**src/lcpd_pkg.sv**
```systemverilog
// ----------------------------------------------------------------------------
// Load cell plateau event detector package
// Shared constants, register codes and the payload and configuration types.
// ----------------------------------------------------------------------------
package lcpd_pkg;

    localparam int WINDOW_DEPTH = 10;
    localparam int SLOT_W = (WINDOW_DEPTH > 1) ? $clog2(WINDOW_DEPTH) : 1;

    localparam int QUEUE_DEPTH = 2;
    localparam int QPTR_W = (QUEUE_DEPTH > 1) ? $clog2(QUEUE_DEPTH) : 1;
    localparam int QCNT_W = $clog2(QUEUE_DEPTH + 1);

    localparam int READING_W = 25;
    localparam int TIME_W = 32;
    localparam int WEIGHT_W = 20;
    localparam int SMOOTH_W = 34;
    localparam int ALPHA_W = 9;
    localparam int GAIN_W = 32;
    localparam int THRESH_W = 16;

    localparam int CFG_INDEX_W = 3;
    localparam int CFG_DATA_W = 32;

    localparam logic [ALPHA_W-1:0] ALPHA_ONE = 9'd256;
    localparam logic [WEIGHT_W-1:0] WEIGHT_MAX = '1;

    localparam logic [CFG_INDEX_W-1:0] REG_SMOOTHING_ALPHA = 3'd0;
    localparam logic [CFG_INDEX_W-1:0] REG_ZERO_LOAD_READING = 3'd1;
    localparam logic [CFG_INDEX_W-1:0] REG_COUNT_GAIN = 3'd2;
    localparam logic [CFG_INDEX_W-1:0] REG_STABLE_TOLERANCE = 3'd3;
    localparam logic [CFG_INDEX_W-1:0] REG_CHANGE_THRESHOLD = 3'd4;
    localparam logic [CFG_INDEX_W-1:0] REG_EMPTY_THRESHOLD = 3'd5;
    localparam logic [CFG_INDEX_W-1:0] REG_NOISE_FLOOR = 3'd6;

    typedef enum logic [1:0] {
        EVENT_NONE = 2'd0,
        EVENT_SIP = 2'd1,
        EVENT_REFILL = 2'd2
    } event_kind_t;

    typedef struct packed {
        logic signed [READING_W-1:0] raw_reading;
        logic [TIME_W-1:0] timestamp_ms;
    } sample_t;

    typedef struct packed {
        logic [WEIGHT_W-1:0] weight_cg;
        logic is_stable;
        logic cup_on;
        event_kind_t event_kind;
        logic [WEIGHT_W-1:0] event_amount_cg;
        logic [TIME_W-1:0] event_time_ms;
    } result_t;

    typedef struct packed {
        logic [WEIGHT_W-1:0] weight_cg;
        logic [TIME_W-1:0] timestamp_ms;
    } weight_item_t;

    typedef struct packed {
        logic [ALPHA_W-1:0] smoothing_alpha;
        logic signed [READING_W-1:0] zero_load_reading;
        logic signed [GAIN_W-1:0] count_gain;
        logic [THRESH_W-1:0] stable_tolerance;
        logic [THRESH_W-1:0] change_threshold;
        logic [THRESH_W-1:0] empty_threshold;
        logic [THRESH_W-1:0] noise_floor;
    } cfg_t;

    localparam cfg_t CFG_RESET = '{
        smoothing_alpha: 9'd154,
        zero_load_reading: -25'sd400,
        count_gain: 32'sd1596393,
        stable_tolerance: 16'd100,
        change_threshold: 16'd200,
        empty_threshold: 16'd100,
        noise_floor: 16'd10
    };

endpackage

```
**src/lcpd_front.sv**
```systemverilog
// ----------------------------------------------------------------------------
// Load cell plateau front end
// Accepts samples, runs the exponential moving average and converts it to centigrams.
// ----------------------------------------------------------------------------
module lcpd_front (
    input  logic                  clk,
    input  logic                  rst_n,
    input  lcpd_pkg::cfg_t        cfg,
    input  logic                  sample_valid,
    output logic                  sample_stall,
    input  lcpd_pkg::sample_t     sample,
    output logic                  push,
    output lcpd_pkg::weight_item_t push_item,
    input  logic                  queue_full
);

    typedef enum logic [5:0] {
        F_IDLE = 6'b000001,
        F_EMA  = 6'b000010,
        F_SUM  = 6'b000100,
        F_DIFF = 6'b001000,
        F_MUL  = 6'b010000,
        F_PUSH = 6'b100000
    } front_state_t;

    front_state_t state_reg;
    front_state_t state_next;
    logic started_reg;
    logic started_next;

    logic signed [lcpd_pkg::READING_W-1:0] reading_reg;
    logic [lcpd_pkg::TIME_W-1:0] time_reg;
    logic signed [lcpd_pkg::SMOOTH_W-1:0] smoothed_reg;
    logic signed [34:0] prod_new_reg;
    logic signed [43:0] prod_old_reg;
    logic [33:0] mag_reg;
    logic [lcpd_pkg::GAIN_W-1:0] gain_mag_reg;
    logic nonpos_reg;
    logic [63:0] lo_prod_reg;
    logic [33:0] hi_prod_reg;

    logic [lcpd_pkg::ALPHA_W-1:0] alpha_sat;
    logic [lcpd_pkg::ALPHA_W-1:0] alpha_rest;
    logic signed [34:0] mult_new;
    logic signed [43:0] mult_old;
    logic signed [45:0] ema_sum;
    logic signed [35:0] zero_scaled;
    logic signed [35:0] offset;
    logic [35:0] offset_mag;
    logic [lcpd_pkg::GAIN_W-1:0] gain_mag;
    logic nonpos;
    logic [34:0] quot;
    logic [lcpd_pkg::WEIGHT_W-1:0] weight_sat;
    logic accept;

    assign alpha_sat = (cfg.smoothing_alpha > lcpd_pkg::ALPHA_ONE) ?
                       lcpd_pkg::ALPHA_ONE : cfg.smoothing_alpha;
    assign alpha_rest = lcpd_pkg::ALPHA_ONE - alpha_sat;
    assign mult_new = 35'($signed({1'b0, alpha_sat})) * 35'(reading_reg);
    assign mult_old = 44'($signed({1'b0, alpha_rest})) * 44'(smoothed_reg);
    assign ema_sum = (46'(prod_new_reg) <<< 8) + 46'(prod_old_reg) + 46'sd128;

    assign zero_scaled = 36'(cfg.zero_load_reading) <<< 8;
    assign offset = 36'(smoothed_reg) - zero_scaled;
    assign offset_mag = offset[35] ? (~offset + 36'd1) : offset;
    assign gain_mag = cfg.count_gain[lcpd_pkg::GAIN_W-1] ?
                      (~cfg.count_gain + 32'd1) : cfg.count_gain;
    assign nonpos = (offset == 36'sd0) || (cfg.count_gain == 32'sd0) ||
                    (offset[35] != cfg.count_gain[lcpd_pkg::GAIN_W-1]);

    assign quot = 35'(hi_prod_reg) + 35'(lo_prod_reg[63:32]);

    always_comb
    begin
        if (nonpos_reg)
        begin
            weight_sat = '0;
        end
        else if (quot > 35'(lcpd_pkg::WEIGHT_MAX))
        begin
            weight_sat = lcpd_pkg::WEIGHT_MAX;
        end
        else
        begin
            weight_sat = quot[lcpd_pkg::WEIGHT_W-1:0];
        end
    end

    assign sample_stall = (state_reg != F_IDLE);
    assign accept = sample_valid && !sample_stall;
    assign push = (state_reg == F_PUSH) && !queue_full;
    assign push_item.timestamp_ms = time_reg;
    assign push_item.weight_cg =
        (weight_sat < lcpd_pkg::WEIGHT_W'(cfg.noise_floor)) ? '0 : weight_sat;

    always_comb
    begin
        state_next = state_reg;
        started_next = started_reg;
        case (state_reg)
            F_IDLE:
            begin
                if (accept)
                begin
                    state_next = F_EMA;
                end
            end
            F_EMA:
            begin
                if (started_reg)
                begin
                    state_next = F_SUM;
                end
                else
                begin
                    started_next = 1'b1;
                    state_next = F_DIFF;
                end
            end
            F_SUM:
            begin
                state_next = F_DIFF;
            end
            F_DIFF:
            begin
                state_next = F_MUL;
            end
            F_MUL:
            begin
                state_next = F_PUSH;
            end
            F_PUSH:
            begin
                if (!queue_full)
                begin
                    state_next = F_IDLE;
                end
            end
            default:
            begin
                state_next = F_IDLE;
            end
        endcase
    end

    always_ff @(posedge clk or negedge rst_n)
    begin
        if (!rst_n)
        begin
            state_reg <= F_IDLE;
            started_reg <= 1'b0;
        end
        else
        begin
            state_reg <= state_next;
            started_reg <= started_next;
        end
    end

    always_ff @(posedge clk)
    begin
        if (accept)
        begin
            reading_reg <= sample.raw_reading;
            time_reg <= sample.timestamp_ms;
        end
        if (state_reg == F_EMA)
        begin
            if (started_reg)
            begin
                prod_new_reg <= mult_new;
                prod_old_reg <= mult_old;
            end
            else
            begin
                smoothed_reg <= lcpd_pkg::SMOOTH_W'(reading_reg) <<< 8;
            end
        end
        if (state_reg == F_SUM)
        begin
            smoothed_reg <= ema_sum[8 +: lcpd_pkg::SMOOTH_W];
        end
        if (state_reg == F_DIFF)
        begin
            mag_reg <= offset_mag[33:0];
            gain_mag_reg <= gain_mag;
            nonpos_reg <= nonpos;
        end
        if (state_reg == F_MUL)
        begin
            lo_prod_reg <= 64'(mag_reg[31:0]) * 64'(gain_mag_reg);
            hi_prod_reg <= 34'(mag_reg[33:32]) * 34'(gain_mag_reg);
        end
    end

endmodule

```
**config.mk**
```make
export PLATFORM = sky130hd
export DESIGN_NAME = lcpd_front
export DESIGN_NICKNAME = d
export VERILOG_FILES = /design/src/lcpd_pkg.sv /design/src/lcpd_front.sv
export SDC_FILE = /design/constraint.sdc
export NUM_CORES = 2
export LEC_CHECK = 0
export BUFFER_PORTS_ARGS = -buffer_cell sky130_fd_sc_hd__buf_2
export CAP_MARGIN = 40
export CORE_MARGIN = 10
export CORE_UTILIZATION = 55
export DETAILED_ROUTE_END_ITERATION = 10
export MAX_ROUTING_LAYER = met4
export PLACE_DENSITY = 0.71
export SYNTH_ARGS = -nofsm -noshare
export SYNTH_HDL_FRONTEND = slang
export SYNTH_SLANG_ARGS = --single-unit
```
**constraint.sdc**
```tcl
create_clock -name clk -period 8.3 [get_ports clk]
set_input_delay 1.245 -clock clk [delete_from_list [all_inputs] [get_ports clk]]
set_output_delay 1.245 -clock clk [all_outputs]
set_load 0.1 [all_outputs]
```
Word level (Yosys, flattened, before mapping):

Cells that the tools add are included.

* add/sub/neg operators: 7
* multipliers: 4
* magnitude comparators: 3
* equality and inequality tests: 11
* muxes and demuxes: 13
* bitwise operators: 2
* reductions and logical operators: 12

Operators by type and width (count)
* $mux W34: 4
* $mul A32 B32 Y64: 1
* $mux W20: 3
* $add A42 B42 Y42: 1
* $add A42 B9 Y42 const B: 1
* $mul A10 B34 Y42: 1
* $logic_not A36 Y1: 1
* $pmux W6 S6: 1
* $add A34 B32 Y35: 1
* $gt A35 B20 Y1 const B: 1
* $sub A34 B33 Y35: 1
* $add A34 B1 Y34 const B: 1
* $mul A10 B25 Y34: 1
* $mul A2 B32 Y34: 1
* $not A34 Y34: 1
* $add A32 B1 Y32 const B: 1
* $logic_not A32 Y1: 1
* $not A32 Y32: 1
* $mux W31: 1
* $lt A20 B16 Y1: 1
* $mux W6: 2
* $gt A9 B9 Y1 const B: 1
* $mux W9: 1
* $sub A9 B9 Y9 const A: 1
* other kinds (16): 22

* register bits after elaboration: 339

Longest topological paths before layout:

* depth after elaboration: 6
* gate-level depth with buffers: 30
* mapped depth without buffers: 28

Worst setup path before layout:

Ideal clock, no wire load.

* path kind: input to register
* start point: in cfg[122] in the netlist's numbering
* end point: reg prod_old_reg[20], data pin
* library setup time: 258 ps
* arrival time: 7486 ps
* required time: 8042 ps
* setup slack: 556 ps
* stages on the path: 28
* path buffers: 2
* cell sequence: nor2b_1 clkbuf_1 inv_1 ha_1 xnor2_1 clkbuf_1 nand2_1 fa_1 inv_1 fa_1 inv_1 fa_1 inv_1 fa_1 inv_1 fa_1 inv_1 ha_1 a41oi_1 o21ai_0 a31oi_1 o21ai_0 a211o_1 a21oi_1 o211ai_1 a21o_1 a21oi_1 xnor2_1

* longest elaborated chain between the ends: 4

Ends and longest elaborated chain
* start, declared: line lcpd_front.sv:8 `input lcpd_pkg::cfg_t cfg,`
* $gt A9 B9 Y1: line lcpd_front.sv:56 `assign alpha_sat = (cfg.smoothing_alpha > lcpd_pkg::ALPHA_ONE) ?`
* $mux W9 (*): line lcpd_front.sv:56
* $sub A9 B9 Y9 (*): line lcpd_front.sv:58 `assign alpha_rest = lcpd_pkg::ALPHA_ONE - alpha_sat;`
* $mul A10 B34 Y42 (*): line lcpd_front.sv:60 `assign mult_old = 44'($signed({1'b0, alpha_rest})) * 44'(smoothed_reg);`
* net mult_old[20]: line lcpd_front.sv:45 `logic signed [43:0] mult_old;`
* end signal, assigned: line lcpd_front.sv:172 `prod_old_reg <= mult_old;`
* end, declared: line lcpd_front.sv:35 `logic signed [43:0] prod_old_reg;`

Mark *: on every way through the listed nets, which the timed path passes. The rest lies on a longest branch.
A chain may end at the register's enable or synchronous reset.

Final worst setup path:

* start point: reg mag_reg[15]
* end point: reg lo_prod_reg[55], data pin

* longest elaborated chain between the ends: 1

Ends and longest elaborated chain
* start, declared: line lcpd_front.sv:36 `logic [33:0] mag_reg;`
* start signal, assigned: line lcpd_front.sv:185 `mag_reg <= offset_mag[33:0];`
* $mul A32 B32 Y64: line lcpd_front.sv:191 `lo_prod_reg <= 64'(mag_reg[31:0]) * 64'(gain_mag_reg);`
* end signal, assigned: line lcpd_front.sv:191
* end, declared: line lcpd_front.sv:39 `logic [63:0] lo_prod_reg;`

No other way between the ends.

==> out/results.txt <==
The flow ran to the end, and the final reports show no timing, DRC or antenna violations. Summed over all layers, the routed wires come to 173,200 um. For the via count of the first global-routing pass, the log shows 54,000.

Final hold analysis gives a worst-case slack of 0.4631 ns. For this run, the register share of the synthesized area comes to 13.23%. Flip-flop count of the largest register, all copies and words added: 35. Adding up every negative setup slack in the final design gives 0 ns. The largest individual stage delay along the critical path comes from the cell fa_1. After technology mapping, the gate count stands at 7,195.

The number of flip-flops and latches in the synthesized netlist was 300; the mean post-synth cell area was 9.431 um2. The sum of overflow across all layers after global routing was 0. The wire length of the first global-routing pass was 283,100 um. At the pin with the least slew margin, the transition time is 0.9519 ns.

The count of placed standard cells in the final layout, fillers left out is 9,050, and the count of H-tree levels built during CTS is 2. Setup violations remaining at the end of the flow were counted as 0. The run gives 40 as the total CTS buffers. Clock tree synthesis selected as its root buffer the cell clkbuf_16. Of all flip-flops after synthesis, the portion carrying an async set or reset was 2.333%.

Routability-driven placement finished with a final weighted congestion of 0.9270. Synthesis produced a netlist with a net count of 9,265. Worst-path maximum fanout: 22.

The most used flip-flop cell after synthesis is edfxtp_1. The tools report the maximum vdd drop as 0.7010 mV. The tools report the type of destination of the critical path as a flop.

Using the TritonRoute via totals, the vias-per-cell ratio works out to 5.550. Post-synthesis cell type with the largest combined area: fa_1. The number of failing hold endpoints at the final stage came out at 0.

Worst path setup slack after routing: 0.2254 ns. The worst setup timing slack at the placement stage is -0.002271 ns. Measured against its own limit, the worst slew margin works out to 35.74%. The total of buffers placed on input and output ports came out at 196. The cell repeated most along the worst path was fa_1. The critical path is of the reg -> reg type. The logs give 0 for the number of synthesis warnings and 0.07385 mm2 for the post-route cell area. In this run the biggest area consumer among cell types represents 38.97% of the synthesized area. Counting I/O delays and the setup requirement, the final critical path takes 8.075 ns. TritonCTS built the clock tree. After detailed routing, the number of remaining DRC violations is 0. In this run the count of I/O pins placed on the die edge is 245.

Dividing the final minimum period by the clock period gives 97.28%. Count of clock tree sinks: 300. The type of the tightest min-delay check is in -> async. The startpoint identified for the worst register-to-register timing path is mag_reg[15].

The count of final max-slew check failures is 0, and the cell depth of the worst flop-to-flop path is 26. The die is 371.3 um wide. Across all register-to-register paths, the minimum setup slack is 0.23 ns.

Worst-case clock skew: 0.03740 ns. The floorplan has 128 rows. In this run, placement finished with an instance count of 8,952.

STA puts the critical path data arrival time at 8.51 ns. The tools report the total leakage power as 35.90 nW. Entering global routing, the biggest net connects 70 pins.

The number of different library cells used by synthesis comes to 91. The routed length per instance works out to 19.14 um. By area the synthesized netlist is led by fa_1, edfxtp_1, ha_1.

Once placement finished, the instance area stood at 0.07218 mm2. The synthesized netlist occupies a cell area of 0.06786 mm2. For the initial core utilization, the log shows 55.53%. The final layout contains 9,450 nets. In this run the standard cell core region covers 0.1222 mm2. The launching element type of the critical path was a flop. The total via count in the routed design is 50,230, and the half-perimeter wire length after placement is 141,400 um. The fmax is 123.8 MHz, and the global routing usage summed across all routing layers is 26.37%. Measured along the y axis, the die boundary spans 371.3 um.

Number of synthesized flops with an enable pin: 293. The required time of the critical path is 8.74 ns. The peak per-stage delay on the critical path was 0.55 ns. For the worst-skew pair, the clock arrives at the later sink with an insertion delay of 0.60 ns. The first routing iteration left 3,289 violations. Die area: 0.1378 mm2. The number of antenna violations at the first check in global routing was 17.

In this run the power density over the cells is 454.2 mW/mm2. The area growth from synthesis to layout was 8.825%. The tools report the number of maximum-capacitance constraint violations as 0.

The first detailed-routing pass took 6 iterations. In this run the remaining antenna-violating nets after routing total 0. After clock tree synthesis, the clock-pin slew on the worst setup and hold paths is 0.06 ns.

The maximum number of buffers from clock root to sink was 3. End of the worst register-to-register path: lo_prod_reg[55]. Cells with a size suffix above 1 make up 8.312% of the layout.
==> layout by cell type (no fill, tap or decap), types with 13 or more instances in the layout <==
cell type,count
nand4_1,25
nor2_1,163
o21a_1,31
buf_4,229
and2_1,861
edfxtp_1,293
nand3b_1,13
xor2_1,77
o31ai_1,21
clkbuf_16,40
buf_2,196
a31oi_1,58
and3_1,25
nor4_1,16
inv_1,1417
diode_2,14
a211oi_1,19
a21o_1,80
nor3_1,64
or3_1,19
o21bai_1,31
nand2b_1,39
a21oi_1,192
o211ai_1,22
ha_1,558
nand2_1,842
buf_12,35
fa_1,1321
nor2b_1,85
o21ai_0,150
nand3_1,45
xnor2_1,176
==> per-stage QoR <==
step | utilization (%) | total power, W
2_1_floorplan | - | 0.02210
3_3_place_gp | 58.98 | 0.03053
3_5_place_dp | 59.06 | 0.03116
4_1_cts | 60.26 | 0.03332
5_1_grt | 60.43 | 0.03721
6_report | 60.43 | 0.03355
==> final cells by class <==
type	instances	area (um2)
fill	10110	48350
tap	1625	2033
multi-input combinational	5151	52490
clock buffer	42	1008
timing repair buffer	469	3550
sequential	300	8975
antenna	14	35.03
clock inverter	31	435.4
inverter	1418	5323
==> how the worst max path moves through the flow <==
| stage | start | end | depth (start not counted) | slack, ns |
|---|---|---|---|---|
| 3_3_place_gp | mag_reg[16] | lo_prod_reg[60] | 24 | 0.05 |
| 6_report | mag_reg[15] | lo_prod_reg[55] | 26 | 0.23 |
| 3_5_place_dp | gain_mag_reg[8] | lo_prod_reg[62] | 27 | -0.002 |
| 4_1_cts | mag_reg[15] | lo_prod_reg[62] | 25 | 0.04 |
| 2_1_floorplan | cfg[122] | prod_old_reg[20] | 28 | 0.56 |
| 5_1_grt | gain_mag_reg[2] | lo_prod_reg[54] | 28 | -0.0006 |
==> per-layer routing <==
metal | up-vias | track usage, % | part of all wire, %
met5 | - | - | 0
met4 | 0 | 9.155 | 3.8
met3 | 412 | 4.842 | 7.7
met2 | 1731 | 43.76 | 49
met1 | 25470 | 32.28 | 40
li1 | 22610 | - | -
==> worst max-delay path, delay by kind of cell, from the launching register on <==
| family | cells | cell delay, ns |
|---|---|---|
| compound gates | 8 | 1.65 |
| fa+ha+maj | 9 | 4.43 |
| buf+inv | 6 | 0.81 |
| flops | 1 | 0.38 |
| simple gates | 3 | 0.63 |
==> synth_stat cells (all sizes together), types with 21 or more instances <==
cell type and n:
nand3 45, xor2 80, nand2 843, o31ai 22, edfxtp 293, nor2b 92
ha 558, o21ai 157, buf 35, fa 1321, a31oi 60, nor3 66
a21o 80, xnor2 179, nand2b 39, and3 25, inv 1418, nand4 26
clkbuf 291, o211ai 22, o21bai 31, and2 861, o21a 31, a21oi 197
a211oi 21, nor2 166
==> power by group <==
group	internal, W	switching, W
Sequential	0.00306	0.000291
Clock	0.00118	0.000722
Combinational	0.0128	0.0155
Total	0.0170	0.0165
==> cells by family after synthesis <==
logic type	after synthesis	synth area share [%]
multiplexers	9	0.1364
XOR/XNOR	259	3.354
flip-flops	300	13.23
AND/OR/NAND/NOR	2262	17.14
adder cells (fa/ha/maj)	1879	49.26
buffers and inverters	1744	9.686
AO/OA/AOI/OAI	742	7.196
==> timing repair <==
| action | in CTS | in global routing |
|---|---|---|
| hold buffers | 0 | 0 |
| setup endpoints to repair | 4 | 33 |
| buffers inserted | 1 | 10 |
| gates resized for setup | 1 | 23 |
(Power assumes the default switching activity.)
