[config.mk]
export PLATFORM = sky130hd
export DESIGN_NAME = lcpd_back
export DESIGN_NICKNAME = d
export VERILOG_FILES = /design/src/lcpd_pkg.sv /design/src/lcpd_back.sv
export SDC_FILE = /design/constraint.sdc
export NUM_CORES = 1
export LEC_CHECK = 0
export ABC_AREA = 1
export BUFFER_PORTS_ARGS = -buffer_cell sky130_fd_sc_hd__buf_4
export CELL_PAD_IN_SITES_DETAIL_PLACEMENT = 1
export CELL_PAD_IN_SITES_GLOBAL_PLACEMENT = 2
export CORE_ASPECT_RATIO = 1.1
export CORE_MARGIN = 1
export CORE_UTILIZATION = 37
export DETAILED_ROUTE_END_ITERATION = 8
export GPL_TIMING_DRIVEN = 0
export HOLD_SLACK_MARGIN = 0.08
export PLACE_DENSITY = 0.92
export SLEW_MARGIN = 20
export SYNTH_ARGS = -nofsm -noshare
export SYNTH_HDL_FRONTEND = slang
export SYNTH_SLANG_ARGS = --single-unit
[constraint.sdc]
create_clock -name clk -period 5.9 [get_ports clk]
set_input_delay 0.885 -clock clk [delete_from_list [all_inputs] [get_ports clk]]
set_output_delay 0.885 -clock clk [all_outputs]
set_load 0.01 [all_outputs]
[src/lcpd_pkg.sv]
// ----------------------------------------------------------------------------
// Load cell plateau event detector package
// Shared constants, register codes and the payload and configuration types.
// ----------------------------------------------------------------------------
package lcpd_pkg;

    localparam int WINDOW_DEPTH = 10;
    localparam int SLOT_W = (WINDOW_DEPTH > 1) ? $clog2(WINDOW_DEPTH) : 1;

    localparam int QUEUE_DEPTH = 2;
    localparam int QPTR_W = (QUEUE_DEPTH > 1) ? $clog2(QUEUE_DEPTH) : 1;
    localparam int QCNT_W = $clog2(QUEUE_DEPTH + 1);

    localparam int READING_W = 25;
    localparam int TIME_W = 32;
    localparam int WEIGHT_W = 20;
    localparam int SMOOTH_W = 34;
    localparam int ALPHA_W = 9;
    localparam int GAIN_W = 32;
    localparam int THRESH_W = 16;

    localparam int CFG_INDEX_W = 3;
    localparam int CFG_DATA_W = 32;

    localparam logic [ALPHA_W-1:0] ALPHA_ONE = 9'd256;
    localparam logic [WEIGHT_W-1:0] WEIGHT_MAX = '1;

    localparam logic [CFG_INDEX_W-1:0] REG_SMOOTHING_ALPHA = 3'd0;
    localparam logic [CFG_INDEX_W-1:0] REG_ZERO_LOAD_READING = 3'd1;
    localparam logic [CFG_INDEX_W-1:0] REG_COUNT_GAIN = 3'd2;
    localparam logic [CFG_INDEX_W-1:0] REG_STABLE_TOLERANCE = 3'd3;
    localparam logic [CFG_INDEX_W-1:0] REG_CHANGE_THRESHOLD = 3'd4;
    localparam logic [CFG_INDEX_W-1:0] REG_EMPTY_THRESHOLD = 3'd5;
    localparam logic [CFG_INDEX_W-1:0] REG_NOISE_FLOOR = 3'd6;

    typedef enum logic [1:0] {
        EVENT_NONE = 2'd0,
        EVENT_SIP = 2'd1,
        EVENT_REFILL = 2'd2
    } event_kind_t;

    typedef struct packed {
        logic signed [READING_W-1:0] raw_reading;
        logic [TIME_W-1:0] timestamp_ms;
    } sample_t;

    typedef struct packed {
        logic [WEIGHT_W-1:0] weight_cg;
        logic is_stable;
        logic cup_on;
        event_kind_t event_kind;
        logic [WEIGHT_W-1:0] event_amount_cg;
        logic [TIME_W-1:0] event_time_ms;
    } result_t;

    typedef struct packed {
        logic [WEIGHT_W-1:0] weight_cg;
        logic [TIME_W-1:0] timestamp_ms;
    } weight_item_t;

    typedef struct packed {
        logic [ALPHA_W-1:0] smoothing_alpha;
        logic signed [READING_W-1:0] zero_load_reading;
        logic signed [GAIN_W-1:0] count_gain;
        logic [THRESH_W-1:0] stable_tolerance;
        logic [THRESH_W-1:0] change_threshold;
        logic [THRESH_W-1:0] empty_threshold;
        logic [THRESH_W-1:0] noise_floor;
    } cfg_t;

    localparam cfg_t CFG_RESET = '{
        smoothing_alpha: 9'd154,
        zero_load_reading: -25'sd400,
        count_gain: 32'sd1596393,
        stable_tolerance: 16'd100,
        change_threshold: 16'd200,
        empty_threshold: 16'd100,
        noise_floor: 16'd10
    };

endpackage

[src/lcpd_back.sv]
// ----------------------------------------------------------------------------
// Load cell plateau back end
// Keeps the weight window, judges stability and runs the plateau machine.
// ----------------------------------------------------------------------------
module lcpd_back (
    input  logic                   clk,
    input  logic                   rst_n,
    input  lcpd_pkg::cfg_t         cfg,
    input  logic                   empty,
    output logic                   pop,
    input  lcpd_pkg::weight_item_t pop_item,
    output logic                   result_valid,
    input  logic                   result_stall,
    output lcpd_pkg::result_t      result
);

    typedef enum logic [3:0] {
        B_IDLE   = 4'b0001,
        B_SCAN   = 4'b0010,
        B_EVAL   = 4'b0100,
        B_DECIDE = 4'b1000
    } back_state_t;

    localparam logic [lcpd_pkg::SLOT_W-1:0] SLOT_LAST =
        lcpd_pkg::SLOT_W'(lcpd_pkg::WINDOW_DEPTH - 1);

    back_state_t state_reg;
    back_state_t state_next;
    logic [lcpd_pkg::SLOT_W-1:0] slot_reg;
    logic [lcpd_pkg::SLOT_W-1:0] slot_next;
    logic full_reg;
    logic full_next;
    logic on_reg;
    logic on_next;
    logic awaiting_reg;
    logic awaiting_next;
    logic result_valid_reg;
    logic result_valid_next;

    logic [lcpd_pkg::WEIGHT_W-1:0] window_reg [lcpd_pkg::WINDOW_DEPTH];
    logic [lcpd_pkg::SLOT_W-1:0] scan_reg;
    logic [lcpd_pkg::WEIGHT_W-1:0] lo_reg;
    logic [lcpd_pkg::WEIGHT_W-1:0] hi_reg;
    logic [lcpd_pkg::WEIGHT_W-1:0] weight_reg;
    logic [lcpd_pkg::TIME_W-1:0] time_reg;
    logic stable_reg;
    logic [lcpd_pkg::WEIGHT_W-1:0] last_reg;
    logic [lcpd_pkg::WEIGHT_W-1:0] last_next;
    logic [lcpd_pkg::WEIGHT_W-1:0] before_lift_reg;
    logic [lcpd_pkg::WEIGHT_W-1:0] before_lift_next;
    logic [lcpd_pkg::TIME_W-1:0] lift_time_reg;
    logic [lcpd_pkg::TIME_W-1:0] lift_time_next;
    lcpd_pkg::result_t result_reg;
    lcpd_pkg::result_t result_next;

    logic [lcpd_pkg::WEIGHT_W-1:0] scan_elem;
    logic [lcpd_pkg::WEIGHT_W-1:0] change_thr;
    logic [lcpd_pkg::WEIGHT_W-1:0] empty_thr;
    logic [lcpd_pkg::WEIGHT_W-1:0] diff;
    logic [lcpd_pkg::WEIGHT_W-1:0] lift_mag;
    logic jitter;
    logic load;
    logic window_last;

    assign pop = (state_reg == B_IDLE) && !empty;
    assign window_last = (slot_reg == SLOT_LAST);
    assign scan_elem = window_reg[scan_reg];
    assign change_thr = lcpd_pkg::WEIGHT_W'(cfg.change_threshold);
    assign empty_thr = lcpd_pkg::WEIGHT_W'(cfg.empty_threshold);
    assign diff = (weight_reg > last_reg) ? weight_reg - last_reg : last_reg - weight_reg;
    assign lift_mag = (before_lift_reg > weight_reg) ?
                      before_lift_reg - weight_reg : weight_reg - before_lift_reg;
    assign jitter = (diff < change_thr) && !(!on_reg && (weight_reg > empty_thr));
    assign load = (state_reg == B_DECIDE) && (!result_valid_reg || !result_stall);

    assign result_valid = result_valid_reg;
    assign result = result_reg;

    always_comb
    begin
        state_next = state_reg;
        slot_next = slot_reg;
        full_next = full_reg;
        case (state_reg)
            B_IDLE:
            begin
                if (pop)
                begin
                    slot_next = window_last ? '0 : slot_reg + 1'b1;
                    full_next = full_reg || window_last;
                    state_next = (full_reg || window_last) ? B_SCAN : B_DECIDE;
                end
            end
            B_SCAN:
            begin
                if (scan_reg == SLOT_LAST)
                begin
                    state_next = B_EVAL;
                end
            end
            B_EVAL:
            begin
                state_next = B_DECIDE;
            end
            B_DECIDE:
            begin
                if (load)
                begin
                    state_next = B_IDLE;
                end
            end
            default:
            begin
                state_next = B_IDLE;
            end
        endcase
    end

    always_comb
    begin
        on_next = on_reg;
        awaiting_next = awaiting_reg;
        last_next = last_reg;
        before_lift_next = before_lift_reg;
        lift_time_next = lift_time_reg;
        result_next.weight_cg = weight_reg;
        result_next.is_stable = stable_reg;
        result_next.event_kind = lcpd_pkg::EVENT_NONE;
        result_next.event_amount_cg = '0;
        result_next.event_time_ms = time_reg;
        if (stable_reg && !jitter)
        begin
            if (weight_reg <= empty_thr)
            begin
                if (on_reg)
                begin
                    before_lift_next = last_reg;
                    lift_time_next = time_reg;
                    awaiting_next = 1'b1;
                end
                on_next = 1'b0;
                last_next = '0;
            end
            else if (!on_reg)
            begin
                if (awaiting_reg)
                begin
                    if (lift_mag >= change_thr)
                    begin
                        result_next.event_kind = (before_lift_reg > weight_reg) ?
                                                 lcpd_pkg::EVENT_SIP : lcpd_pkg::EVENT_REFILL;
                        result_next.event_amount_cg = lift_mag;
                        result_next.event_time_ms = lift_time_reg;
                    end
                    awaiting_next = 1'b0;
                end
                on_next = 1'b1;
                last_next = weight_reg;
            end
            else if (diff >= change_thr)
            begin
                result_next.event_kind = (last_reg > weight_reg) ?
                                         lcpd_pkg::EVENT_SIP : lcpd_pkg::EVENT_REFILL;
                result_next.event_amount_cg = diff;
                last_next = weight_reg;
            end
        end
        result_next.cup_on = on_next;
    end

    always_comb
    begin
        result_valid_next = result_valid_reg;
        if (result_valid_reg && !result_stall)
        begin
            result_valid_next = 1'b0;
        end
        if (load)
        begin
            result_valid_next = 1'b1;
        end
    end

    always_ff @(posedge clk or negedge rst_n)
    begin
        if (!rst_n)
        begin
            state_reg <= B_IDLE;
            slot_reg <= '0;
            full_reg <= 1'b0;
            on_reg <= 1'b0;
            awaiting_reg <= 1'b0;
            last_reg <= '0;
            before_lift_reg <= '0;
            lift_time_reg <= '0;
            result_valid_reg <= 1'b0;
        end
        else
        begin
            state_reg <= state_next;
            slot_reg <= slot_next;
            full_reg <= full_next;
            result_valid_reg <= result_valid_next;
            if (load)
            begin
                on_reg <= on_next;
                awaiting_reg <= awaiting_next;
                last_reg <= last_next;
                before_lift_reg <= before_lift_next;
                lift_time_reg <= lift_time_next;
            end
        end
    end

    always_ff @(posedge clk)
    begin
        if (pop)
        begin
            window_reg[slot_reg] <= pop_item.weight_cg;
            weight_reg <= pop_item.weight_cg;
            time_reg <= pop_item.timestamp_ms;
            lo_reg <= pop_item.weight_cg;
            hi_reg <= pop_item.weight_cg;
            scan_reg <= '0;
            stable_reg <= 1'b0;
        end
        if (state_reg == B_SCAN)
        begin
            if (scan_elem < lo_reg)
            begin
                lo_reg <= scan_elem;
            end
            if (scan_elem > hi_reg)
            begin
                hi_reg <= scan_elem;
            end
            scan_reg <= scan_reg + 1'b1;
        end
        if (state_reg == B_EVAL)
        begin
            stable_reg <= ((hi_reg - lo_reg) <= lcpd_pkg::WEIGHT_W'(cfg.stable_tolerance));
        end
        if (load)
        begin
            result_reg <= result_next;
        end
    end

endmodule

; ---- Word-level counts from Yosys, hierarchy flattened
; Memories as Yosys holds them, arrays and structs flattened. A register that Yosys moved wholly into a read port is not among the register bits.
; Index checks and enable logic that the tools add are counted.
[classes]
bitwise = 1
n_mux = 40
addsub = 7
div = 0
n_eq_ne = 12
n_shift = 0
mul = 0
order_cmp = 11
n_reduce_logical = 23
[ops]
columns = operator, count
row1 = $mux W20, 11
row2 = $mux W54, 2
row3 = $sub A20 B20 Y20, 5
row4 = $mux W32, 3
row5 = $gt A20 B20 Y1, 4
row6 = $mux W22, 2
row7 = $ge A20 B16 Y1, 2
row8 = $le A20 B16 Y1, 2
row9 = $mux W4, 8
row10 = $gt A20 B16 Y1, 1
row11 = $lt A20 B16 Y1, 1
row12 = $lt A20 B20 Y1, 1
row13 = $pmux W4 S4, 1
row14 = $eq A4 B4 Y1 const B, 3
row15 = $mux W1, 11
row16 = $add A4 B1 Y4 const B, 2
row17 = $ne A2 B2 Y1 const B, 4
row18 = $reduce_and A4 Y1, 2
row19 = $logic_and A1 B1 Y1, 6
row20 = $logic_not A1 Y1, 6
row21 = $reduce_and A3 Y1, 2
row22 = $reduce_bool A2 Y1, 3
row23 = $eq A4 B1 Y1 const B, 1
row24 = $eq A4 B2 Y1 const B, 1
row25 = other kinds (8), 10
[word_totals]
output_inout_bits = 78
inputBits = 186
mem_bits_rw = 200
rom_bits = 0
memories = 1
latchBits = 0
wordCells = 116
register_bits = 257
[memory_table]
columns = memory, depth, width, rd, rd_clocked_by_memory_dff, write_ports, line_no
row1 = window_reg, 10, 20, 1, 1, 1, lcpd_back.sv:40  ; logic [lcpd_pkg::WEIGHT_W-1:0] window_reg [lcpd_pkg::WINDOW_DEPTH];

; ---- Longest topological paths before layout
[depth]
depth_word = 8
mapped_depth = 32
ltp_nobuf = 30

; ---- Least setup slack after synthesis
; OpenSTA, ideal clock, no wires.
[synth_path]
path_type = input -> register
from = input port empty
to = memory window_reg[1][0] in the netlist's numbering, enable pin
path_slack_ns = 1.163
arrival_ns = 4.340
cell_stages = 5
path_cell_list = nor2_1 clkbuf_1 clkbuf_1 nand3_1 nor2_1
[synth_between]
elab_chain_len = 4
[synth_lines]
columns = element, line_no
row1 = start: declaration, lcpd_back.sv:9  ; input logic empty,
row2 = $logic_not A1 Y1, lcpd_back.sv:65  ; assign pop = (state_reg == B_IDLE) && !empty;
row3 = $logic_and A1 B1 Y1, lcpd_back.sv:65
row4 = named net pop, lcpd_back.sv:10  ; output logic pop,
row5 = $mux W1, lcpd_back.sv:217  ; if (pop)
row6 = $mux W1 (implied by the code), lcpd_back.sv:219  ; window_reg[slot_reg] <= pop_item.weight_cg;
row7 = end: declaration, lcpd_back.sv:40
; The timed path passes the listed nets, and every way through them passes these cells.

==> results.cfg <==
[status]
outcome = finished clean

[clock_network]
h-tree-depth = 2
numCtsBuffers = 52
clk_pin_slew_ns = 0.06
cts-root-buf = clkbuf_16
ctsHoldBuffers = 0
cts_tree = done
cts_buffer_depth = 3
clk_latency_ns = 0.64
cts_sinks = 461

[synth]
yosysMostFrequentCell = nand2_1
synth_edf_count = 333
synth_seq_cells = 461
synth_warnings = 0
synth_area_leaders = edfxtp_1, nand2_1, ha_1
syn_area_um2 = 26400
syn_area_per_cell_um2 = 8.937
synthCells = 2954
synth_async_sr_flop_share = 0.1822
ys_seq_area_frac = 0.4918
synth_cell_types = 54
synth_ff_type = edfxtp_1
yosys.area.top_type_share = 0.3788
synthTopCellsByCount = nand2_1, inv_1, edfxtp_1
syn_nets = 3350
synth_top_area_cell = edfxtp_1

[route]
antenna_left = 0
drt_first_pass_iters = 5
vias = 21560
wl_um = 86480
routedWlPerCell_um = 20.65
drc = 0
first_iter_violations = 1294
viasPerCell = 5.147

[critical_path]
cp_max_fo = 10
reg2reg_depth = 26
crit_type = register to register
cp-end-kind = register
arrival_ns = 6.06
required_ns = 6.40
startpoint_type = register

[timing]
fin_worst_skew_ns = 0.04880
tightestPinTransition_ns = 1.089
hold_viol_final = 0
slew_headroom = 0.2712
report.final.slew_viol_count = 0
fmax_ghz = 0.1798
rsz0062_at_grt = no
min_period_ns = 5.562
fin_crit_sh = 0.9427
setup_viol = 0

[grt]
grt_max_degree = 85
top_usage_layer = met2
grtUsageMet2 = 0.4622
first_global_vias = 23190
antenna_found_initial = 0
grt_pass1_wl_um = 133300
use_met1 = 0.2684
grt_remaining_overflow = 0
met3_usage = 0.02419
track_usage = 0.2385

[finish]
ff_latch_area_um2 = 12980
nFillCells = 8365
multi_input_area_um2 = 11310
largest_reg_flops = 200
drive_gt1_frac = 0.1135
final_cells = 4188
final_cell_area_um2 = 30930
antenna_cells = 0
final_nets = 3604
area_growth_pct = 17.14

[placement]
placed_area_um2 = 29150
io_buffers = 181
gp_congestion = 0.9189
placedCellCount = 4086
dpl.hpwl_um = 67270

[die]
die_area_um2 = 72430
die_w_um = 256.7
start_util = 0.3748
die_y_um = 282.2
num_io_pins = 264
fp-row-count = 102
core_area_um2 = 70450

[pwr]
powerDensity_nw_per_um2 = 544.9
ir_drop_mv = 0.2955
p_leak_nw = 14.03

[worst_hold_path]
min_path_type = primary input to async pin

[run]
maxCapViolations = 0
==> kinds of logic after synthesis <==
logic type / synth area share
multiplexers: 0.02275
flip-flops: 0.4918
AND/OR/NAND/NOR: 0.1691
buffers and inverters: 0.08156
XOR/XNOR: 0.01592
AO/OA/AOI/OAI: 0.1179
adder cells (fa/ha/maj): 0.1009
==> per-layer routing <==
layer / up-vias / wire length (um)
li1: 10380 / -
met1: 10640 / 34670
met2: 406 / 46290
met3: 136 / 2372
met4: 0 / 3148
met5: - / 0
==> path summary, 6_finish.rpt <==
check	startpoint	end	slack [ns]
setup / recovery	weight_reg[4]	result[16]	0.34
hold / removal	rst_n	slot_reg[3]	0.28
setup reg to reg	weight_reg[4]	result[16]	0.34
hold reg to reg	lift_time_reg[31]	lift_time_reg[31]	0.48
max in group asynchronous	rst_n	lift_time_reg[30]	4.90
min in group clk	pop_item[5]	time_reg[5]	0.42
==> what timing repair did <==
item,in CTS,in global routing
setup endpoints to repair,30,60
gates resized for setup,0,8
buffers inserted,1,3
==> final cells by class <==
type / count / area share
flip-flops and latches: 461 / 0.4198
multi-input cells: 1943 / 0.3658
inverters: 456 / 0.05551
repair buffers: 200 / 0.05057
clock buffers: 77 / 0.04705
well taps: 936 / 0.03787
plain buffers: 94 / 0.01448
clock inverters: 21 / 0.008860
==> critical path: stages, from the launching register on <==
cell	delay, ns
edfxtp_1	0.61
ha_1	0.53
nand2_1	0.16
nor2_1	0.25
nand2_1	0.08
nand3b_1	0.16
nand3_1	0.12
nand2_2	0.16
clkbuf_2	0.27
o21ai_0	0.25
xor2_1	0.35
inv_1	0.15
ha_1	0.31
nand2_1	0.07
inv_1	0.03
o21bai_1	0.11
a21oi_1	0.07
nor3_1	0.19
nand3_1	0.17
a21oi_1	0.17
nand2_1	0.06
nor2_1	0.30
nor2_2	0.14
nand4_2	0.26
buf_2	0.30
nand2_1	0.08
nand2_1	0.08
==> report_power, final <==
part           leakage, nW  total (mW)  switching [mW]  internal (mW)
Sequential            4.52        4.52           0.349           4.18
Combinational         8.68        9.01            5.99           3.03
Clock                0.841        3.31            1.41           1.90
==> placed cells by master, fill, tap and decap left out, types with 7 or more instances in the layout <==
cell type | synthesis | layout
nand3_1 | 120 | 120
ha_1 | 205 | 204
clkinv_2 | 0 | 8
dfxtp_1 | 44 | 44
edfxtp_1 | 333 | 333
a21oi_1 | 195 | 195
o211ai_1 | 68 | 68
nand2_1 | 737 | 737
o21ai_0 | 201 | 201
dfrtp_1 | 83 | 83
mux2i_1 | 60 | 60
inv_1 | 448 | 447
buf_4 | 7 | 199
nand4_1 | 32 | 32
o31ai_1 | 7 | 7
buf_6 | 3 | 9
nor3_1 | 16 | 12
clkbuf_16 | 0 | 52
o21bai_1 | 29 | 29
o21ai_1 | 20 | 20
nor2_2 | 6 | 11
clkbuf_1 | 50 | 66
buf_2 | 30 | 29
xor2_1 | 26 | 26
nor2_1 | 130 | 124
a31oi_1 | 8 | 8
xnor2_1 | 22 | 21
==> stage by stage <==
| stage | utilization | hold slack (ns) | worst slack, ns | setup TNS (ns) | total power [mW] |
|---|---|---|---|---|---|
| 3_5_place_dp | 0.4138 | 0.4663 | -0.05125 | -0.9180 | 13.53 |
| 5_1_grt | 0.4390 | 0.3506 | 0.01336 | 0 | 18.19 |
| 6_report | 0.4390 | 0.2762 | 0.3378 | 0 | 16.85 |
| 3_3_place_gp | 0.4107 | 0.4627 | -1.544 | -58.96 | 13.21 |
| 2_1_floorplan | - | 0.4494 | 1.163 | 0 | 10.51 |
| 4_1_cts | 0.4385 | 0.3290 | 0.1494 | 0 | 16.92 |
Power figures use the tool's default switching activity.
