## config.mk

```make
export PLATFORM = sky130hd
export DESIGN_NAME = lcpd_queue
export DESIGN_NICKNAME = d
export VERILOG_FILES = /design/src/lcpd_pkg.sv /design/src/lcpd_queue.sv
export SDC_FILE = /design/constraint.sdc
export NUM_CORES = 1
export LEC_CHECK = 0
export ABC_AREA = 1
export BUFFER_PORTS_ARGS = -buffer_cell sky130_fd_sc_hd__buf_2
export CAP_MARGIN = 20
export CORE_ASPECT_RATIO = 0.5
export CORE_MARGIN = 2
export CORE_UTILIZATION = 49
export CTS_CLUSTER_DIAMETER = 30
export DETAILED_ROUTE_END_ITERATION = 6
export PLACE_DENSITY = 0.72
export SLEW_MARGIN = 20
export SYNTH_ARGS = -nofsm -noshare
export SYNTH_HDL_FRONTEND = slang
export SYNTH_SLANG_ARGS = --single-unit
```

## constraint.sdc

```tcl
create_clock -name clk -period 6.9 [get_ports clk]
set_input_delay 1.38 -clock clk [delete_from_list [all_inputs] [get_ports clk]]
set_output_delay 1.38 -clock clk [all_outputs]
set_load 0.01 [all_outputs]
```

## src/lcpd_pkg.sv

```systemverilog
// ----------------------------------------------------------------------------
// Load cell plateau event detector package
// Shared constants, register codes and the payload and configuration types.
// ----------------------------------------------------------------------------
package lcpd_pkg;

    localparam int WINDOW_DEPTH = 10;
    localparam int SLOT_W = (WINDOW_DEPTH > 1) ? $clog2(WINDOW_DEPTH) : 1;

    localparam int QUEUE_DEPTH = 2;
    localparam int QPTR_W = (QUEUE_DEPTH > 1) ? $clog2(QUEUE_DEPTH) : 1;
    localparam int QCNT_W = $clog2(QUEUE_DEPTH + 1);

    localparam int READING_W = 25;
    localparam int TIME_W = 32;
    localparam int WEIGHT_W = 20;
    localparam int SMOOTH_W = 34;
    localparam int ALPHA_W = 9;
    localparam int GAIN_W = 32;
    localparam int THRESH_W = 16;

    localparam int CFG_INDEX_W = 3;
    localparam int CFG_DATA_W = 32;

    localparam logic [ALPHA_W-1:0] ALPHA_ONE = 9'd256;
    localparam logic [WEIGHT_W-1:0] WEIGHT_MAX = '1;

    localparam logic [CFG_INDEX_W-1:0] REG_SMOOTHING_ALPHA = 3'd0;
    localparam logic [CFG_INDEX_W-1:0] REG_ZERO_LOAD_READING = 3'd1;
    localparam logic [CFG_INDEX_W-1:0] REG_COUNT_GAIN = 3'd2;
    localparam logic [CFG_INDEX_W-1:0] REG_STABLE_TOLERANCE = 3'd3;
    localparam logic [CFG_INDEX_W-1:0] REG_CHANGE_THRESHOLD = 3'd4;
    localparam logic [CFG_INDEX_W-1:0] REG_EMPTY_THRESHOLD = 3'd5;
    localparam logic [CFG_INDEX_W-1:0] REG_NOISE_FLOOR = 3'd6;

    typedef enum logic [1:0] {
        EVENT_NONE = 2'd0,
        EVENT_SIP = 2'd1,
        EVENT_REFILL = 2'd2
    } event_kind_t;

    typedef struct packed {
        logic signed [READING_W-1:0] raw_reading;
        logic [TIME_W-1:0] timestamp_ms;
    } sample_t;

    typedef struct packed {
        logic [WEIGHT_W-1:0] weight_cg;
        logic is_stable;
        logic cup_on;
        event_kind_t event_kind;
        logic [WEIGHT_W-1:0] event_amount_cg;
        logic [TIME_W-1:0] event_time_ms;
    } result_t;

    typedef struct packed {
        logic [WEIGHT_W-1:0] weight_cg;
        logic [TIME_W-1:0] timestamp_ms;
    } weight_item_t;

    typedef struct packed {
        logic [ALPHA_W-1:0] smoothing_alpha;
        logic signed [READING_W-1:0] zero_load_reading;
        logic signed [GAIN_W-1:0] count_gain;
        logic [THRESH_W-1:0] stable_tolerance;
        logic [THRESH_W-1:0] change_threshold;
        logic [THRESH_W-1:0] empty_threshold;
        logic [THRESH_W-1:0] noise_floor;
    } cfg_t;

    localparam cfg_t CFG_RESET = '{
        smoothing_alpha: 9'd154,
        zero_load_reading: -25'sd400,
        count_gain: 32'sd1596393,
        stable_tolerance: 16'd100,
        change_threshold: 16'd200,
        empty_threshold: 16'd100,
        noise_floor: 16'd10
    };

endpackage

```

## src/lcpd_queue.sv

```systemverilog
// ----------------------------------------------------------------------------
// Load cell plateau weight queue
// Short first-in first-out buffer between the front end and the back end.
// ----------------------------------------------------------------------------
module lcpd_queue (
    input  logic                   clk,
    input  logic                   rst_n,
    input  logic                   push,
    input  lcpd_pkg::weight_item_t push_item,
    output logic                   full,
    input  logic                   pop,
    output lcpd_pkg::weight_item_t pop_item,
    output logic                   empty
);

    lcpd_pkg::weight_item_t entry_reg [lcpd_pkg::QUEUE_DEPTH];
    logic [lcpd_pkg::QPTR_W-1:0] wr_ptr_reg;
    logic [lcpd_pkg::QPTR_W-1:0] wr_ptr_next;
    logic [lcpd_pkg::QPTR_W-1:0] rd_ptr_reg;
    logic [lcpd_pkg::QPTR_W-1:0] rd_ptr_next;
    logic [lcpd_pkg::QCNT_W-1:0] count_reg;
    logic [lcpd_pkg::QCNT_W-1:0] count_next;

    localparam logic [lcpd_pkg::QPTR_W-1:0] PTR_LAST =
        lcpd_pkg::QPTR_W'(lcpd_pkg::QUEUE_DEPTH - 1);

    assign full = (count_reg == lcpd_pkg::QCNT_W'(lcpd_pkg::QUEUE_DEPTH));
    assign empty = (count_reg == '0);
    assign pop_item = entry_reg[rd_ptr_reg];

    always_comb
    begin
        wr_ptr_next = wr_ptr_reg;
        rd_ptr_next = rd_ptr_reg;
        count_next = count_reg;
        if (push)
        begin
            wr_ptr_next = (wr_ptr_reg == PTR_LAST) ? '0 : wr_ptr_reg + 1'b1;
        end
        if (pop)
        begin
            rd_ptr_next = (rd_ptr_reg == PTR_LAST) ? '0 : rd_ptr_reg + 1'b1;
        end
        if (push && !pop)
        begin
            count_next = count_reg + 1'b1;
        end
        else if (pop && !push)
        begin
            count_next = count_reg - 1'b1;
        end
    end

    always_ff @(posedge clk or negedge rst_n)
    begin
        if (!rst_n)
        begin
            wr_ptr_reg <= '0;
            rd_ptr_reg <= '0;
            count_reg <= '0;
        end
        else
        begin
            wr_ptr_reg <= wr_ptr_next;
            rd_ptr_reg <= rd_ptr_next;
            count_reg <= count_next;
        end
    end

    always_ff @(posedge clk)
    begin
        if (push)
        begin
            entry_reg[wr_ptr_reg] <= push_item;
        end
    end

endmodule

```

# Word-level counts from Yosys, hierarchy flattened
# Memory sizes are Yosys's and may differ from the RTL's.
# Cells that the tools add are included.
[word_totals] regBits=4 ramBits=104 input_bits=56 output_inout_bits=54 wordCells=21 mem_count=1
[memory_table] name="entry_reg" depth=2 word_bits=52 read_ports=1 rd_clocked_by_memory_dff=0 wr=1 line="lcpd_queue.sv:16" rtl="lcpd_pkg::weight_item_t entry_reg [lcpd_pkg::QUEUE_DEPTH];"
[classes] n_addsub=4 eq_ne=1 muxes=6 reduce_logical=6
[ops] cell="$mux W1" count=4
[ops] cell="$mux W2" count=2
[ops] cell="$add A1 B1 Y1 const B" count=2
[ops] cell="$add A2 B1 Y2 const B" count=1
[ops] cell="$eq A2 B2 Y1 const B" count=1
[ops] cell="$logic_and A1 B1 Y1" count=2
[ops] cell="$logic_not A1 Y1" count=2
[ops] cell="$logic_not A2 Y1" count=1
[ops] cell="$reduce_bool A2 Y1" count=1
[ops] cell="$sub A2 B1 Y2 const B" count=1

# Logic depth before layout (Yosys ltp)
# Gate-level depths: netlist of run 1.
[depth] depth_word=4 mapped_depth=7 mapped_depth_nobuf=7

# Worst setup path after synthesis of run 1
# No wires, ideal clock.
[synth_timing] path_kind="input-to-reg" startpoint="in push" endpoint="mem entry_reg[0][0] in the netlist's numbering, enable pin" setup_ns=0.463 arrival_ns=3.603 required_ns=6.437 setup_slack_ns=2.833 stages=2 path_buffers=0 path_cell_list="inv_1 > nor2_1"
[synth_between] elab_chain_len=2
[synth_lines] item="from (decl)" line="lcpd_queue.sv:8" rtl="input logic push,"
[synth_lines] item="$mux W1" line="lcpd_queue.sv:72" rtl="if (push)"
[synth_lines] item="$mux W1 (not written as such)" line="lcpd_queue.sv:74" rtl="entry_reg[wr_ptr_reg] <= push_item;"
[synth_lines] item="to (decl)" line="lcpd_queue.sv:16"
# No other way between the ends.

==> impl_results.md, run 1 <==
* Status: finished clean
* CP Buf/Inv Count at 1
* Power per cell area at 396 nW/um^2
* Die area at 9390 sq um
* CTS max path bufs at 2
* Cts hold-fix bufs at 0
* Synth top area share at 74.2%
* CP required at 5.52 ns
* Vias in the first global route at 2211
* Mean Syn Cell Area at 22.5 sq um
* Worst min path class: reg -> reg
* CP cell instances: mux2_2, buf_2
* Detailed Route Iter0 Violations at 118
* Cell family with most CP delay: flip-flops
* Number of synthesized register bits at 108
* P&R area growth vs syn at 20.1%
* Crit-path max FO at 53
* # H-tree levels at 3
* Worst path arrival time at 1.98 ns
* Setup_tns at 0 ns
* Routed WL at 6570 um
* DR vias/cell at 4.68
* Clk root buf: clkbuf_16
* Placement Setup Slack at 3.86 ns
* ANT nets after route at 0
* DRT Pass-1 Iters at 4
* Post-Synth Simple-Gate Area at 0.981%
* Residual DRC count at 0
* Sequential fraction of the synthesis area at 76.6%
* Initial antenna violation count at 0
* Area contributors post-synth: edfxtp_1 (74%), mux2_4 (17%), buf_12 (2.4%), dfrtp_1 (2.4%), mux2_2 (0.80%)
* CTS clk-pin slew, worst paths at 0.06 ns
* CTS buffer count at 9
* Final net count at 359
* Initial Util at 51.5%
* TritonCTS clock tree: yes
* Worst Max-Slew Pin Slew at 0.979 ns
* Share of layout cells above drive strength 1 at 57.5%
* First-pass GRT wire length at 10400 um
* Xor/xnor share of the synthesized area at 0.624%
* Die span in x at 135 um
* Post-DP HPWL at 4340 um
* Largest area contributor in the netlist: edfxtp_1
* Hold Fails Final Rpt at 0
* Finish-stage setup viols at 0
* Cell variety after synth at 14
* GRT overflow at 0
* Critical Path End Type: output port
* Largest family of logic cells by synthesized area: multiplexers
* Post-layout minimum cycle time at 3.36 ns
* Largest net degree at the start of global routing at 54
* Max Cap Viol at 0
* Commonest cells after routing, fill and taps aside: buf_2 (109), edfxtp_1 (104), mux2_4 (49)
* GRT met1 Usage at 16.5%
* Die height at 69.5 um
* Routed WL per cell at 15.7 um
* I/O pin cnt at 110
* Cells on worst reg2reg path at 2
* Synth Area in Compound Gates at 0%
* Post-synthesis adder-cell area fraction at 0.297%
* Max IR drop VDD at 0.000325 V
* RSZ-0062 raised after global routing: no
* CP peak stage delay at 1.08 ns
* Clk sinks at 108
* Hold Path Cell Cnt at 2
* Leakage power at 2.07 nW
* Clock Skew at 0.00550 ns
* GR Util met2 at 26.5%
* Post-CTS Setup Bufs at 0
* Final slew viol count at 0
* Post-Synthesis Cells at 187
* Clock insertion delay at the later pin of the skew report at 0.33 ns
* # rows at 23
* Synth Net Count at 244
* Via Count at 1955
* Routability cong. at 0.707
* Setup ws final at 3.54 ns
* PortBufs at 109
* Commonest non-fill, non-tap cell in the layout: buf_2
* Synthesized cell area at 4210 sq um
* Type of the worst setup path: reg -> out
* Mux cell area share after synthesis at 18.3%
* Crit share post-route at 48.7%
* Max FFs per register at 104
* CTS resizes at 0
* Core area at 8170 sq um
* Crit-path slowest cell: dfrtp_4
* Levels on crit path at 2
* GRT busiest layer: met2
* Yosys warnings at 0
* Type of origin of the critical path: flop
* WHS at 0.519 ns
* Total track usage at 15.1%
* Fmax at 298 MHz
* Diodes inserted at 0
* GR Util met3 at 5.99%
* Relative slew slack at 34.7%
* Filler instances at 635
## worst min-delay path: stages, from the launching register on
cell     delay [ns]
dfrtp_1        0.38
nand2_1        0.06
nand2_1        0.05
## metrics by stage
| stage | area, sq um | utilization (%) | std cells | total power, mW |
|---|---|---|---|---|
| after detailed placement | 4800 | 58.8 | 403 | 1.59 |
| after global placement | 4800 | 58.8 | 403 | 1.57 |
| after floorplan | 4210 | - | 187 | 1.44 |
| after CTS | 5050 | 61.8 | 418 | 2.03 |
| final | 5050 | 61.8 | 418 | 2.00 |
| after global routing | 5050 | 61.8 | 418 | 2.10 |
## final cells by class
type / count / area [sq um] / share of cell area [%]
sequential: 108 / 3230 / 63.8
clock inverter: 4 / 17.5 / 0.347
timing repair buffer: 110 / 553 / 10.9
clock buffer: 11 / 233 / 4.60
multi-input combinational: 66 / 857 / 17.0
inverter: 7 / 27.5 / 0.545
tap: 112 / 140 / 2.77
## final timing paths
kind / from / endpoint / slack [ns]
hold reg to reg: count_reg[1] / count_reg[1] / 0.52
min in group asynchronous: rst_n / wr_ptr_reg / 0.84
setup / recovery: rd_ptr_reg / pop_item[31] / 3.54
hold / removal: count_reg[1] / count_reg[1] / 0.52
setup reg to reg: wr_ptr_reg / entry_reg[0][15] / 5.01
max in group asynchronous: rst_n / rd_ptr_reg / 5.92
## cell usage after synthesis (all sizes together)
master,count
dfrtp,4
buf,6
nand3,1
nand4,1
nand2,5
ha,1
xnor2,1
inv,7
edfxtp,104
nor2,3
xor2,2
mux2,52
## cells by family after synthesis
kind of cell,count (synthesis)
and+or+nand+nor,10
xor gates and xnor gates,3
buffers and inverters,13
adders and majority gates,1
muxes,52
DFF,108
## routing by layer
layer,vias up,routed length [um]
met5,-,0
met1,940,2670
met2,57,3470
met3,12,303
li1,946,-
met4,0,132
## power by group
| group | internal [mW] | leakage (nW) | switching (mW) |
|---|---|---|---|
| combinational | 0.332 | 0.926 | 0.235 |
| clock | 0.239 | 0.124 | 0.200 |
| sequential | 0.874 | 1.02 | 0.121 |
Note: power is estimated with default switching activity, not from simulation.
==> run 2: changes to the inputs <==
ABC_AREA = 0   (was 1)
clock period = 3.5 ns   (was 6.9 ns; I/O delays follow)
==> impl_results.md, run 2 <==
* DRT Pass-1 Iters at 4 (unchanged)
* Reg2Reg Setup Slack at 1.78 ns (-3.23 ns)
* Initial Util at 51.5% (-0.064 points)
* Commonest cells after routing, fill and taps aside: buf_2 (109), edfxtp_1 (104), mux2_4 (49)
* Leakage power at 2.07 nW (about the same)
* Number of synthesized flops with an enable pin at 104 (unchanged)
* Routed WL at 6700 um (+2.0%)
* CP required at 2.80 ns (-2.72 ns)
* Clock Skew at 0.00500 ns (-0.000500 ns)
* Largest net degree at the start of global routing at 54 (unchanged)
* Post-DP HPWL at 4410 um (+1.6%)
* Setup_tns at 0 ns (unchanged)
* Max FFs per register at 104 (unchanged)
* Initial antenna violation count at 0 (unchanged)
* Vias in the first global route at 2111 (-4.5%)
* Max Cap Viol at 0 (unchanged)
* Cts hold-fix bufs at 0 (unchanged)
* # rows at 23 (unchanged)
* Clock insertion delay at the later pin of the skew report at 0.34 ns (about the same)
* Die area at 9350 sq um (-0.45%)
* PortBufs at 109 (unchanged)
* Core area at 8140 sq um (-0.35%)
* Commonest non-fill, non-tap cell in the layout: buf_2
* Diodes inserted at 0 (unchanged)
* Clk sinks at 108 (unchanged)
* Worst path arrival time at 1.99 ns (about the same)
* Post-layout minimum cycle time at 2.69 ns
* Via Count at 1989 (+1.7%)
* DR vias/cell at 4.84 (+3.5%)
* Share of layout cells above drive strength 1 at 60.5% (+3.0 points)
* Post-Synthesis Cells at 178 (-4.8%)
* Detailed Route Iter0 Violations at 118 (unchanged)
* Crit-path slowest cell: dfrtp_4
* CTS resizes at 0 (unchanged)
* Relative slew slack at 35.5% (+0.84 points)
* Async set-reset flop share out of synthesis at 3.70% (unchanged)
* CP peak stage delay at 1.06 ns (-0.02 ns)
* Power per cell area at 797 nW/um^2 (+100%)
* GRT overflow at 0 (unchanged)
* Fin area at 5080 sq um (+0.52%)
* Final slew viol count at 0 (unchanged)
* Post-CTS Setup Bufs at 0 (unchanged)
* Worst Max-Slew Pin Slew at 0.967 ns (-0.0125 ns)
* Cells on worst reg2reg path at 2 (unchanged)
* # H-tree levels at 3 (unchanged)
* Critical Path End Type: output port
* Finish-stage setup viols at 0 (unchanged)
* Die span in x at 135 um (-0.23%)
* Worst min path class: in -> async
* P&R area growth vs syn at 21.3%
* Placed Area at 4800 sq um (about the same)
* Largest area contributor in the netlist: edfxtp_1
* Hold Fails Final Rpt at 0 (unchanged)
* Worst reg2reg endpoint: entry_reg[1][38]
* Routability cong. at 0.661 (-6.5%)
* Type of origin of the critical path: flop
* I/O pin cnt at 110 (unchanged)
* Residual DRC count at 0 (unchanged)
* Commonest cells post-synth: edfxtp_1 (104), mux2_4 (49), buf_12 (5)
* Yosys warnings at 0 (unchanged)
* CTS max path bufs at 2 (unchanged)
* Top-count cell post-synth: edfxtp_1
* Crit share post-route at 77.0%
* Crit-path max FO at 53 (unchanged)
* Mean Syn Cell Area at 23.5 sq um (+4.6%)
* Max IR drop VDD at 0.000884 V (+170%)
* Synth Net Count at 235 (-3.7%)
* Cell variety after synth at 13 (-1)
* ANT nets after route at 0 (unchanged)
* Synth top area share at 74.5% (+0.35 points)
* Die height at 69.4 um (-0.22%)
* RSZ-0062 raised after global routing: no
* CTS clk-pin slew, worst paths at 0.06 ns (about the same)
* Final net count at 352 (-1.9%)
* Fmax at 371 MHz
* Clk root buf: clkbuf_16
* Area contributors post-synth: edfxtp_1 (75%), mux2_4 (18%), buf_12 (2.4%), dfrtp_1 (2.4%), xor2_1 (0.84%)
* Number of synthesized register bits at 108 (unchanged)
* Type of the worst setup path: reg -> out
* TritonCTS clock tree: yes
* Worst R2R Start: wr_ptr_reg
* Sequential fraction of the synthesis area at 76.9% (+0.37 points)
* First-pass GRT wire length at 10200 um (-1.9%)
* Total track usage at 14.8% (-0.36 points)
* Status: finished clean
* CTS buffer count at 9 (unchanged)
* Routed WL per cell at 16.3 um (+3.8%)
* CP cell instances: mux2_2, buf_2
* Synthesized cell area at 4190 sq um (-0.48%)
* Primary FF master, synth: edfxtp_1
==> run 2: cell types whose count changed in the layout (fill, tap and decap cells not counted), moves of 2 or more <==
cell      previous run  this run
inv_1                6         1
nand2_1              5         0
buf_4                1         3
clkbuf_1             2         0
xor2_1               2         4
==> run 2: layer usage <==
metal / share of wire (%) / track usage (%) / vias up
li1: - / - / 930
met1: 40 / 16.3 / 984
met2: 54 / 26.0 / 69
met3: 5.9 / 6.21 / 6
met4: 0.72 / 4.56 / 0
met5: 0 / 0 / -
==> run 2: per-stage QoR <==
stage	worst slack (ns)	std cells	power, mW	util [%]	hold slack [ns]
floorplan	0.0301	178	2.83	-	0.404
global placement	1.17	396	3.10	58.9	0.471
detailed placement	1.16	396	3.14	58.9	0.486
CTS	0.771	411	4.10	62.4	0.143
global route	0.719	411	4.24	62.4	0.139
finish	0.805	411	4.05	62.4	0.154
==> run 2: critical path, delay by kind of cell (launching register included) <==
family,cells,cell delay (ns)
buf+inv,1,0.15
flops,1,1.06
mux,1,0.42
==> run 2: cells by family after synthesis <==
logic type / synth area share (%)
muxes: 18.4
buffers and inverters: 2.75
adders and majority gates: 0.299
xor gates and xnor gates: 1.05
DFF: 76.9
and+or+nand+nor: 0.627
==> run 2: cell type report <==
type                            instances  area (sq um)
Sequential cell                       108          3230
Fill cell                             597          3060
Multi-Input combinational cell         63           861
Timing Repair Buffer                  112           568
Clock buffer                            9           225
Tap cell                              112           140
Clock inverter                          6          56.3
Inverter                                1          3.75
==> run 2: worst max-delay path by stage <==
| stage | startpoint | end | slack, ns | cells after the start |
|---|---|---|---|---|
| detailed placement | rd_ptr_reg | pop_item[31] | 1.16 | 2 |
| global placement | rd_ptr_reg | pop_item[31] | 1.17 | 2 |
| global route | rd_ptr_reg | pop_item[32] | 0.72 | 2 |
| CTS | rd_ptr_reg | pop_item[31] | 0.77 | 2 |
| finish | rd_ptr_reg | pop_item[32] | 0.81 | 2 |
| floorplan | push | entry_reg[0][0] | 0.03 | 1 |
==> run 2: power breakdown <==
part / total (mW) / switching [mW] / leakage, nW / internal [mW]
clock: 0.964 / 0.420 / 0.138 / 0.544
sequential: 1.95 / 0.236 / 1.02 / 1.72
combinational: 1.13 / 0.464 / 0.910 / 0.665
total: 4.05 / 1.12 / 2.07 / 2.93
==> run 3: changes to the inputs <==
ABC_AREA = 1   (was 0)
clock period = 2.8 ns   (was 3.5 ns; I/O delays follow)
==> impl_results.md, run 3 (synthesized netlist as in run 1, its figures left out) <==
* Status: finished clean
* Max FFs per register at 104 (unchanged)
* # H-tree levels at 3 (unchanged)
* CP required at 2.24 ns (-0.56 ns)
* Finish-stage setup viols at 0 (unchanged)
* Worst path arrival time at 1.72 ns (-0.27 ns)
* Type of origin of the critical path: flop
* Total track usage at 15.5% (+0.79 points)
* RSZ-0062 raised after global routing: no
* Fmax at 438 MHz
* Max Cap Viol at 0 (unchanged)
* Detailed Route Iter0 Violations at 113 (-4.2%)
* GRT overflow at 0 (unchanged)
* Initial antenna violation count at 0 (unchanged)
* TritonCTS clock tree: yes
* Final net count at 363 (+3.1%)
* Setup ws final at 0.517 ns (-0.289 ns)
* Layout Utilization at 63.4% (+1.0 points)
* I/O pin cnt at 110 (unchanged)
* Clk sinks at 108 (unchanged)
* CTS max path bufs at 2 (unchanged)
* Worst min path class: in -> async
* Fin cells at 423 (+2.9%)
* Relative slew slack at 58.1% (+23 points)
* Die span in x at 135 um (+0.23%)
* First-pass GRT wire length at 10900 um (+6.7%)
* Diodes inserted at 0 (unchanged)
* Clk root buf: clkbuf_16
* P&R area growth vs syn at 23.1%
* Worst setup startpoint: rd_ptr_reg
* Via Count at 2046 (+2.9%)
* Final slew viol count at 0 (unchanged)
* Routability cong. at 0.722 (+9.3%)
* Type of the worst setup path: reg -> out
* Leakage power at 2.14 nW (+3.2%)
* Hold Fails Final Rpt at 0 (unchanged)
* Placement Setup Slack at 0.861 ns (-0.297 ns)
* Cts hold-fix bufs at 0 (unchanged)
* Post-layout minimum cycle time at 2.28 ns
* DRT Pass-1 Iters at 4 (unchanged)
* Share of layout cells above drive strength 1 at 59.2% (-1.4 points)
* Cell family with most CP delay: flip-flops
* Vias in the first global route at 2274 (+7.7%)
* Residual DRC count at 0 (unchanged)
* Largest net degree at the start of global routing at 28 (-48%)
* Power Total at 5.24 mW (+29%)
* Max IR drop VDD at 0.000496 V (-44%)
* Fin area at 5180 sq um (+2.0%)
* CP Buf/Inv Count at 2 (+1)
* Crit-path max FO at 15 (-72%)
* Commonest cells after routing, fill and taps aside: buf_2 (109), edfxtp_1 (104), mux2_4 (49)
* DR vias/cell at 4.84 (about the same)
* Worst Max-Slew Pin Slew at 0.627 ns (-0.339 ns)
* Die height at 69.5 um (+0.22%)
* CP cell instances: buf_4, mux2_4, buf_2
* CTS buffer count at 9 (unchanged)
* Crit-path slowest cell: dfrtp_4
* Power per cell area at 1010 nW/um^2 (+27%)
* CTS clk-pin slew, worst paths at 0.06 ns (about the same)
* Worst R2R Start: wr_ptr_reg
* Placed Area at 4860 sq um (+1.2%)
* Routed WL at 6850 um (+2.2%)
* Placed cells at 407 (+2.8%)
* Critical Path End Type: output port
* PortBufs at 109 (unchanged)
* Initial Util at 51.5% (+0.064 points)
* ANT nets after route at 0 (unchanged)
* Core area at 8170 sq um (+0.35%)
* # rows at 23 (unchanged)
* Crit share post-route at 81.6%
* Commonest non-fill, non-tap cell in the layout: buf_2
* WHS at 0.0220 ns (-0.132 ns)
* Post-DP HPWL at 4720 um (+7.1%)
* CP peak stage delay at 0.57 ns (-0.49 ns)
* CTS resizes at 0 (unchanged)
* Clock insertion delay at the later pin of the skew report at 0.33 ns (about the same)
* Routed WL per cell at 16.2 um (-0.72%)
* Die area at 9390 sq um (+0.45%)
* Setup_tns at 0 ns (unchanged)
* Clock Skew at 0.00284 ns (-0.00216 ns)
* Post-CTS Setup Bufs at 0 (unchanged)
-- run 3: worst reg2reg max path: stages (launching register included) --
cell     delay (ns)
dfrtp_1        0.42
nand2_1        0.08
inv_2          0.46
buf_12         0.29
-- run 3: path summary, 6_finish.rpt --
path | endpoint | depth (start not counted) | slack (ns)
min | wr_ptr_reg | 1 | 0.02
max in group asynchronous | rd_ptr_reg | 1 | 2.64
min reg2reg | count_reg[1] | 2 | 0.53
min in group clk | entry_reg[1][13] | 1 | 0.41
max reg2reg | entry_reg[1][37] | 3 | 1.24
max | pop_item[8] | 3 | 0.52
-- run 3: where the power goes --
group	leakage [nW]	switching [mW]	total (mW)	internal, mW
clock network	0.161	0.527	1.34	0.813
logic	0.954	0.754	1.61	0.853
registers	1.02	0.140	2.29	2.15
-- run 3: cell type report --
type	instances	area [sq um]
tap	112	140
sequential	108	3230
clock buffer	11	243
inverter	7	26.3
timing repair buffer	114	608
clock inverter	5	82.6
multi-input combinational	66	857
fill	601	2990
-- run 3: per-layer routing --
| metal | track usage (%) | up-vias | wire length (um) |
|---|---|---|---|
| met2 | 28.7 | 57 | 3740 |
| met4 | 4.98 | 0 | 86 |
| li1 | - | 956 | - |
| met3 | 5.41 | 10 | 348 |
| met5 | 0 | - | 0 |
| met1 | 16.8 | 1023 | 2670 |
